File: src/rtl/assert_macros.svh
// Assertion shorthands shared by the occupancy counter RTL.
// No dependencies; take in by include inside a module body.
`ifndef ASSERT_MACROS_SVH
`define ASSERT_MACROS_SVH

// same-cycle implication, disabled during reset
`define BPOC_ASSERT_NOW(label, clk, rstn, ante, cons) \
    label: assert property (@(posedge clk) disable iff (!(rstn)) (ante) |-> (cons)) \
        else $error("assertion failed");

// next-cycle implication, disabled during reset
`define BPOC_ASSERT_NEXT(label, clk, rstn, ante, cons) \
    label: assert property (@(posedge clk) disable iff (!(rstn)) (ante) |=> (cons)) \
        else $error("assertion failed");

`endif

File: src/rtl/bpoc_pkg.sv
// Shared types and constants for the beam pair occupancy counter.
// No dependencies.
`default_nettype none

package bpoc_pkg;

    localparam int SAMPLE_BITS     = 10;
    localparam int COUNT_BITS_DEF  = 8;
    localparam int OCC_BITS        = 8;
    localparam int LIMIT_BITS      = 8;
    localparam int TIME_BITS       = 32;
    localparam int THRESH_BITS     = 10;
    localparam int PHASE_BITS      = 2;
    localparam int CFG_IDX_BITS    = 2;
    localparam int CFG_DATA_BITS   = 32;

    localparam logic [CFG_IDX_BITS-1:0] CFG_MAX_PEOPLE       = 2'd0;
    localparam logic [CFG_IDX_BITS-1:0] CFG_HOLD_TIME_MS     = 2'd1;
    localparam logic [CFG_IDX_BITS-1:0] CFG_CHANGE_THRESHOLD = 2'd2;

    localparam logic [PHASE_BITS-1:0] PH_IDLE = 2'd0;
    localparam logic [PHASE_BITS-1:0] PH_IN   = 2'd1;
    localparam logic [PHASE_BITS-1:0] PH_OUT  = 2'd2;

    localparam logic [LIMIT_BITS-1:0]  MAX_PEOPLE_RST       = 8'd2;
    localparam logic [TIME_BITS-1:0]   HOLD_TIME_RST        = 32'd10000;
    localparam logic [THRESH_BITS-1:0] CHANGE_THRESHOLD_RST = 10'd150;
    localparam int                     SAMPLE_RST           = 700;

    typedef struct packed {
        logic [SAMPLE_BITS-1:0] outer_sample;
        logic [SAMPLE_BITS-1:0] inner_sample;
        logic [TIME_BITS-1:0]   now_ms;
    } in_beat_t;

    typedef struct packed {
        logic [OCC_BITS-1:0]   occupancy;
        logic                  light_on;
        logic                  buzzer_on;
        logic [PHASE_BITS-1:0] direction_phase;
    } out_beat_t;

    typedef struct packed {
        logic [PHASE_BITS-1:0] phase;
        logic                  light;
        logic                  buzzer;
    } status_t;

endpackage

`default_nettype wire

File: src/rtl/bpoc_step.sv
// Next-state logic for one sample pair: phase tracking, count update, alarms.
// Depends on bpoc_pkg.
`default_nettype none

module bpoc_step #(
    parameter int COUNT_BITS = bpoc_pkg::COUNT_BITS_DEF
) (
    input  var bpoc_pkg::in_beat_t                  beat,
    input  var bpoc_pkg::status_t                   status_cur,
    input  var logic [COUNT_BITS-1:0]               count_cur,
    input  var logic [bpoc_pkg::TIME_BITS-1:0]      over_since_cur,
    input  var logic [bpoc_pkg::SAMPLE_BITS-1:0]    prev_outer,
    input  var logic [bpoc_pkg::SAMPLE_BITS-1:0]    prev_inner,
    input  var logic [bpoc_pkg::LIMIT_BITS-1:0]     max_people,
    input  var logic [bpoc_pkg::TIME_BITS-1:0]      hold_time_ms,
    input  var logic [bpoc_pkg::THRESH_BITS-1:0]    change_threshold,
    output bpoc_pkg::status_t                       status_next,
    output logic [COUNT_BITS-1:0]                   count_next,
    output logic [bpoc_pkg::TIME_BITS-1:0]          over_since_next
);
    import bpoc_pkg::*;

    localparam int CMP_W = (COUNT_BITS > LIMIT_BITS) ? COUNT_BITS : LIMIT_BITS;
    localparam logic [COUNT_BITS-1:0] COUNT_MAX = {COUNT_BITS{1'b1}};

    logic [SAMPLE_BITS-1:0] thr;
    logic rise_o, rise_i, fall_o, fall_i;
    logic was_over, is_over;
    logic [TIME_BITS-1:0] elapsed;

    assign thr = SAMPLE_BITS'(change_threshold);

    assign rise_o = (beat.outer_sample > prev_outer) && ((beat.outer_sample - prev_outer) > thr);
    assign rise_i = (beat.inner_sample > prev_inner) && ((beat.inner_sample - prev_inner) > thr);
    assign fall_o = (prev_outer > beat.outer_sample) && ((prev_outer - beat.outer_sample) > thr);
    assign fall_i = (prev_inner > beat.inner_sample) && ((prev_inner - beat.inner_sample) > thr);

    assign elapsed = beat.now_ms - over_since_cur;

    always_comb begin
        count_next        = count_cur;
        status_next.phase = PH_IDLE;
        unique case (status_cur.phase)
            PH_IN: begin
                if (!fall_o && fall_i) begin
                    if (count_cur != COUNT_MAX) begin
                        count_next = count_cur + COUNT_BITS'(1);
                    end
                    status_next.phase = PH_IDLE;
                end else if (fall_o && !fall_i) begin
                    status_next.phase = PH_IDLE;
                end else begin
                    status_next.phase = PH_IN;
                end
            end
            PH_OUT: begin
                if (fall_o && !fall_i) begin
                    if (count_cur != '0) begin
                        count_next = count_cur - COUNT_BITS'(1);
                    end
                    status_next.phase = PH_IDLE;
                end else begin
                    status_next.phase = PH_OUT;
                end
            end
            default: begin
                priority if (rise_o) begin
                    status_next.phase = PH_IN;
                end else if (rise_i) begin
                    status_next.phase = PH_OUT;
                end else begin
                    status_next.phase = PH_IDLE;
                end
            end
        endcase
    end

    assign was_over = CMP_W'(count_cur)  > CMP_W'(max_people);
    assign is_over  = CMP_W'(count_next) > CMP_W'(max_people);

    always_comb begin
        status_next.light  = status_cur.light;
        status_next.buzzer = status_cur.buzzer;
        over_since_next    = over_since_cur;
        if (!was_over && is_over) begin
            status_next.light = 1'b1;
            over_since_next   = beat.now_ms;
        end else if (was_over && is_over) begin
            if (elapsed > hold_time_ms) begin
                status_next.buzzer = 1'b1;
            end
        end else if (was_over && !is_over) begin
            status_next.light  = 1'b0;
            status_next.buzzer = 1'b0;
            over_since_next    = '0;
        end
    end

endmodule

`default_nettype wire

File: src/rtl/bpoc_skid.sv
// Two-entry result buffer: output register plus skid register.
// Depends on bpoc_pkg and assert_macros.svh.
`default_nettype none

module bpoc_skid (
    input  var logic                 aclk,
    input  var logic                 aresetn,
    input  var logic                 in_valid,
    output logic                     in_ready,
    input  var bpoc_pkg::out_beat_t  in_data,
    output logic                     m_valid,
    input  var logic                 m_ready,
    output bpoc_pkg::out_beat_t      m_data
);
    import bpoc_pkg::*;

    logic      out_valid_reg, out_valid_next;
    logic      skid_valid_reg, skid_valid_next;
    out_beat_t out_reg, out_next;
    out_beat_t skid_reg, skid_next;
    logic      push, pop;

    assign in_ready = !skid_valid_reg;
    assign push     = in_valid && in_ready;
    assign pop      = out_valid_reg && m_ready;

    always_comb begin
        out_valid_next  = out_valid_reg;
        skid_valid_next = skid_valid_reg;
        out_next        = out_reg;
        skid_next       = skid_reg;
        if (skid_valid_reg) begin
            if (pop) begin
                out_next        = skid_reg;
                skid_valid_next = 1'b0;
            end
        end else if (push && out_valid_reg && !pop) begin
            skid_next       = in_data;
            skid_valid_next = 1'b1;
        end else if (push) begin
            out_next       = in_data;
            out_valid_next = 1'b1;
        end else if (pop) begin
            out_valid_next = 1'b0;
        end
    end

    always_ff @(posedge aclk) begin
        if (!aresetn) begin
            out_valid_reg  <= 1'b0;
            skid_valid_reg <= 1'b0;
        end else begin
            out_valid_reg  <= out_valid_next;
            skid_valid_reg <= skid_valid_next;
        end
        out_reg  <= out_next;
        skid_reg <= skid_next;
    end

    assign m_valid = out_valid_reg;
    assign m_data  = out_reg;

`include "assert_macros.svh"

    `BPOC_ASSERT_NOW(a_skid_behind_out, aclk, aresetn, skid_valid_reg, out_valid_reg)
    `BPOC_ASSERT_NEXT(a_stalled_push_skids, aclk, aresetn,
        aresetn && push && out_valid_reg && !m_ready, skid_valid_reg)

endmodule

`default_nettype wire

File: src/rtl/beam_pair_occupancy_counter.sv
// Beam pair occupancy counter, top level.
// A result beat is registered in the output buffer when its input is accepted.
// Throughput: one beat per cycle while skid is empty, updating count and phase.
// A two-entry output buffer keeps input accepted while one result is stalled.
// Reset (aresetn low, synchronous): idle phase, count 0, flags clear, previous
// samples 700, registers back to their defaults, no result pending.
`default_nettype none

module beam_pair_occupancy_counter #(
    parameter int COUNT_BITS = bpoc_pkg::COUNT_BITS_DEF
) (
    input  var logic                                aclk,
    input  var logic                                aresetn,
    input  var logic                                cfg_wr_en,
    input  var logic [bpoc_pkg::CFG_IDX_BITS-1:0]   cfg_index,
    input  var logic [bpoc_pkg::CFG_DATA_BITS-1:0]  cfg_wr_data,
    input  var logic                                s_valid,
    output logic                                    s_ready,
    input  var bpoc_pkg::in_beat_t                  s_data,
    output logic                                    m_valid,
    input  var logic                                m_ready,
    output bpoc_pkg::out_beat_t                     m_data
);
    import bpoc_pkg::*;

    logic [LIMIT_BITS-1:0]  max_people_reg;
    logic [TIME_BITS-1:0]   hold_time_reg;
    logic [THRESH_BITS-1:0] threshold_reg;

    status_t                status_reg, status_next;
    logic [COUNT_BITS-1:0]  count_reg, count_next;
    logic [TIME_BITS-1:0]   over_since_reg, over_since_next;
    logic [SAMPLE_BITS-1:0] prev_outer_reg, prev_inner_reg;

    logic      accept;
    out_beat_t result;

    always_ff @(posedge aclk) begin
        if (!aresetn) begin
            max_people_reg <= MAX_PEOPLE_RST;
            hold_time_reg  <= HOLD_TIME_RST;
            threshold_reg  <= CHANGE_THRESHOLD_RST;
        end else if (cfg_wr_en) begin
            unique case (cfg_index)
                CFG_MAX_PEOPLE:       max_people_reg <= cfg_wr_data[LIMIT_BITS-1:0];
                CFG_HOLD_TIME_MS:     hold_time_reg  <= cfg_wr_data[TIME_BITS-1:0];
                CFG_CHANGE_THRESHOLD: threshold_reg  <= cfg_wr_data[THRESH_BITS-1:0];
                default: begin
                end
            endcase
        end
    end

    bpoc_step #(
        .COUNT_BITS (COUNT_BITS)
    ) u_step (
        .beat             (s_data),
        .status_cur       (status_reg),
        .count_cur        (count_reg),
        .over_since_cur   (over_since_reg),
        .prev_outer       (prev_outer_reg),
        .prev_inner       (prev_inner_reg),
        .max_people       (max_people_reg),
        .hold_time_ms     (hold_time_reg),
        .change_threshold (threshold_reg),
        .status_next      (status_next),
        .count_next       (count_next),
        .over_since_next  (over_since_next)
    );

    assign accept = s_valid && s_ready;

    always_ff @(posedge aclk) begin
        if (!aresetn) begin
            status_reg     <= '{phase: PH_IDLE, light: 1'b0, buzzer: 1'b0};
            count_reg      <= '0;
            over_since_reg <= '0;
            prev_outer_reg <= SAMPLE_BITS'(SAMPLE_RST);
            prev_inner_reg <= SAMPLE_BITS'(SAMPLE_RST);
        end else if (accept) begin
            status_reg     <= status_next;
            count_reg      <= count_next;
            over_since_reg <= over_since_next;
            prev_outer_reg <= s_data.outer_sample;
            prev_inner_reg <= s_data.inner_sample;
        end
    end

    assign result.occupancy       = OCC_BITS'(count_next);
    assign result.light_on        = status_next.light;
    assign result.buzzer_on       = status_next.buzzer;
    assign result.direction_phase = status_next.phase;

    bpoc_skid u_skid (
        .aclk     (aclk),
        .aresetn  (aresetn),
        .in_valid (s_valid),
        .in_ready (s_ready),
        .in_data  (result),
        .m_valid  (m_valid),
        .m_ready  (m_ready),
        .m_data   (m_data)
    );

`include "assert_macros.svh"

    `BPOC_ASSERT_NEXT(a_count_holds_idle, aclk, aresetn,
        aresetn && !accept, $stable(count_reg) && $stable(status_reg))
    `BPOC_ASSERT_NEXT(a_prev_tracks_beat, aclk, aresetn,
        aresetn && accept, prev_outer_reg == $past(s_data.outer_sample))

endmodule

`default_nettype wire

File: config.mk
export PLATFORM = sky130hd
export DESIGN_NAME = beam_pair_occupancy_counter
export DESIGN_NICKNAME = d
export VERILOG_FILES = /design/src/rtl/bpoc_pkg.sv /design/src/rtl/bpoc_step.sv /design/src/rtl/bpoc_skid.sv /design/src/rtl/beam_pair_occupancy_counter.sv
export VERILOG_INCLUDE_DIRS = /design/src /design/src/rtl
export SDC_FILE = /design/constraint.sdc
export NUM_CORES = 1
export LEC_CHECK = 0
export ABC_AREA = 1
export CAP_MARGIN = 20
export CORE_AREA = 2 2 207 209
export CTS_BUF_LIST = sky130_fd_sc_hd__clkbuf_8 sky130_fd_sc_hd__clkbuf_16
export DETAILED_ROUTE_END_ITERATION = 7
export DIE_AREA = 0 0 209 211
export DONT_BUFFER_PORTS = 1
export GPL_TIMING_DRIVEN = 0
export PLACE_DENSITY_LB_ADDON = 0.08
export SLEW_MARGIN = 20
export SYNTH_ARGS = -nofsm -noshare
export SYNTH_HDL_FRONTEND = slang
export SYNTH_HIERARCHICAL = 1
export SYNTH_SLANG_ARGS = --single-unit
File: constraint.sdc
create_clock -name aclk -period 5.34 [get_ports aclk]
set_input_delay 0 -clock aclk [delete_from_list [all_inputs] [get_ports aclk]]
set_output_delay 0 -clock aclk [all_outputs]
set_load 0.01 [all_outputs]
==> summary.txt <==
Placement
  • Placer Congestion: around 0.85
  • Post-DP HPWL: 31.5 mm
  • Setup WS pre-CTS: -0.809 ns
  • Port bufs: 0

Synthesis
  • Ys flop type: dfxtp_1
  • Top-count cell post-synth: nand2_1
  • Mapped Cells: ~1900
  • #FFs+latches synth: 140
  • Synth async-reset ratio: 0%
  • YS warnings: 6
  • Number of synthesized flops with an enable pin: 24
  • Area contributors post-synth: dfxtp_1 19%, ha_1 17%, nand2_1 13%
  • Synth cell types: 51
  • Yosys top cell area share: roughly a fifth
  • Top cells by count, synth: 435 x nand2_1, 267 x inv_1, 262 x nor2_1
  • Mapped Area: 12400 um^2
  • Syn Area/Cell: 6.58 um^2
  • Post-Syn Nets: ~2100
  • Area leader, netlist: dfxtp_1
  • Seq/Total Area, Yosys: between 20 and 25%

STA
  • Worst-margin pin slew: between 0.8 and 0.9 ns
  • Setup ws final: around 0.28 ns
  • Final worst-path cycle share: between 90 and 100%
  • Post-route minimum period: 5.06 ns
  • Highest clock rate: about 200 MHz
  • Clk_skew: 0.0119 ns
  • RSZ-0062 raised after global routing: yes
  • Final Hold Fails: 0
  • Max-Slew Margin vs Limit: roughly 44%
  • Final Setup Violations: 0
  • Slew Limit Fails: 0

Worst setup path
  • Crit Path Max Fanout: 10
  • RR Endpoint: over_since_reg[23]
  • CP required: ~5.7 ns
  • Crit Path Class: reg -> reg
  • Worst EP arrival: 5.42 ns
  • CP top delay family: simple AND/OR/NAND/NOR gates
  • CP Depth: 41
  • R2R Setup Slk: ~0.28 ns
  • FF-to-FF Start: prev_inner_reg[0]
  • Buf/Inv on CP: 9
  • Element type at the critical path end: flop
  • Critical path startpoint: prev_inner_reg[0]
  • CP max-delay cell: or4_4
  • End point of the critical path: over_since_reg[23]
  • Most used cell, CP: inv_2
  • Worst Setup Start Kind: flop
  • Max incr delay on CP: ~0.55 ns
  • Reg2reg path depth: 41

Power and ir drop
  • Maximum vdd drop: between 0.2 and 0.25 mV
  • Reg power frac: a little over a quarter
  • Sw Share: between 40% and 50%
  • Internal: 2.85 mW
  • Combinational share of power: between 40% and 50%
  • Switching power: about 2.0 mW
  • Clock network power share: 25.1%
  • Leakage: between 7 and 8 nW
  • PD cells: around 320 nW/um^2

Cells and area
  • Filler Cell Count: 4520
  • Nets: roughly 2300
  • Final Util: between 30% and 40%
  • Synth-to-layout area growth: 24.2%
  • Layout cell share with drive strength beyond 1: ~12%

Clock tree
  • Clk slew on worst S/H paths: 0.07 ns
  • H-Tree Depth: 4
  • Later-pin clock latency in the skew report: around 0.48 ns
  • Clk buf depth: 2
  • Clock Sinks: 140
  • Clock root buffer: clkbuf_16
  • CTS buffer count: 17
  • CTS tree: yes

GRT
  • Largest net degree at the start of global routing: 17
  • Gr usage total: between 10% and 20%
  • Initial antenna violation count: 6
  • First-pass GRT wire length: between 60 and 70 mm
  • Vias in the first global route: 11400
  • GRT overflow: 0

Detailed routing
  • Met3 WL: 1.46 mm
  • DRT Wirelength: 40.4 mm
  • Top Metal Used: met5
  • Metal1 wirelength: roughly 21 mm
  • Detailed router's first-iteration violation count: roughly 730
  • Via/cell ratio: 4.62
  • Routed vias: 11900
  • Met2 wire length: between 15 and 20 mm
  • ANT nets after route: 0
  • WL/cell: between 15 and 20 um
  • Drt first pass iters: 5
  • Drc violations: 0

Floorplanning
  • Die height: approximately 210 um
  • # rows: 75
  • IO Pins: 105
  • Initial core utilization: approximately 30%
  • Die area: 44100 um^2
  • Die boundary width: 209 um
  • Area of the core: around 42000 um^2

Hold path
  • Class of the worst hold path: in -> reg

Run status
  • Status: finished clean

Run
  • Max cap viols: 0
[tightest hold or removal path: cells and delay by family]
kind                   cells  cell delay (ns)
buffers and inverters      1             0.25
AO/OA/AOI/OAI              1             0.16
AND/OR/NAND/NOR            2             0.10
[per-stage QoR]
step | cell area (um^2) | power [mW] | hold WS (ns) | setup TNS, ns | instances
global route | 15400 | 5.32 | 0.124 | -1.57 | 2574
CTS | 14700 | 4.71 | -0.241 | 0 | 2550
floorplan | 12400 | 2.74 | 0.0976 | 0 | 1883
detailed placement | 13100 | 3.28 | 0.108 | -22.43 | 2422
global placement | 13100 | 3.26 | 0.107 | -20.77 | 2422
finish | 15400 | 4.90 | 0.0955 | 0 | 2576
[power by group through the flow]
stage          logic, mW  clock network [mW]  registers, mW
4_1_cts             2.15                1.29           1.27
2_1_floorplan       1.47                   0           1.27
3_5_place_dp        1.98                   0           1.30
3_3_place_gp        1.97                   0           1.29
5_1_grt             2.72                1.32           1.29
6_report            2.40                1.23           1.27
[worst min-delay path by stage]
stage / from / to / slack (ns) / cells past startpoint
after floorplan: aresetn / u_skid/m_valid / 0.1 / 2
after global placement: aresetn / u_skid/m_valid / 0.11 / 2
after detailed placement: aresetn / u_skid/m_valid / 0.11 / 2
after CTS: s_data[21] / over_since_reg[21] / -0.24 / 4
after global routing: s_valid / count_reg[7] / 0.12 / 4
final: s_valid / status_reg[1] / 0.1 / 4
[cell families after synthesis]
kind of cell | share of synthesized area, %
AOI/OAI and AO/OA | 12.3
buffers and inverters | 11.4
and+or+nand+nor | 30.4
adders and majority gates | 17.4
DFF | 24.6
xor gates and xnor gates | 4.03
[metal layers]
layer	global-route usage, %	up-vias
met5	0	-
met4	5.69	4
met3	3.54	31
met2	29.3	195
met1	26.3	5359
li1	-	6320
[layout by cell type (no fill, tap or decap), types with 31 or more instances in the layout]
cell	instances
inv_1	257
nand3_1	115
ha_1	145
nand2_2	31
o21ai_1	44
nand2_1	416
nor2_1	258
xor2_1	45
dlygate4sd3_1	93
o21ai_0	54
dfxtp_1	110
buf_4	33
a21oi_1	109
[timing repair]
item | in CTS | in global routing
endpoints found under the setup margin | 38 | 38
resized for setup | 51 | 127
hold endpoints to repair | 115 | 14
gates cloned | 0 | 2
setup buffers | 7 | 23
pin swaps | 8 | 75
hold buffers | 90 | 3
[area by class of cell]
cell class	instances	area [um^2]	area share [%]
Antenna cell	5	12.5	0.0813
Buffer	58	367	2.38
Clock buffer	18	439	2.85
Clock inverter	14	145	0.943
Inverter	278	1070	6.94
Multi-Input combinational cell	1399	8420	54.7
Sequential cell	140	3050	19.8
Tap cell	539	674	4.38
Timing Repair Buffer	125	1210	7.89
Power figures use the tool's default switching activity.
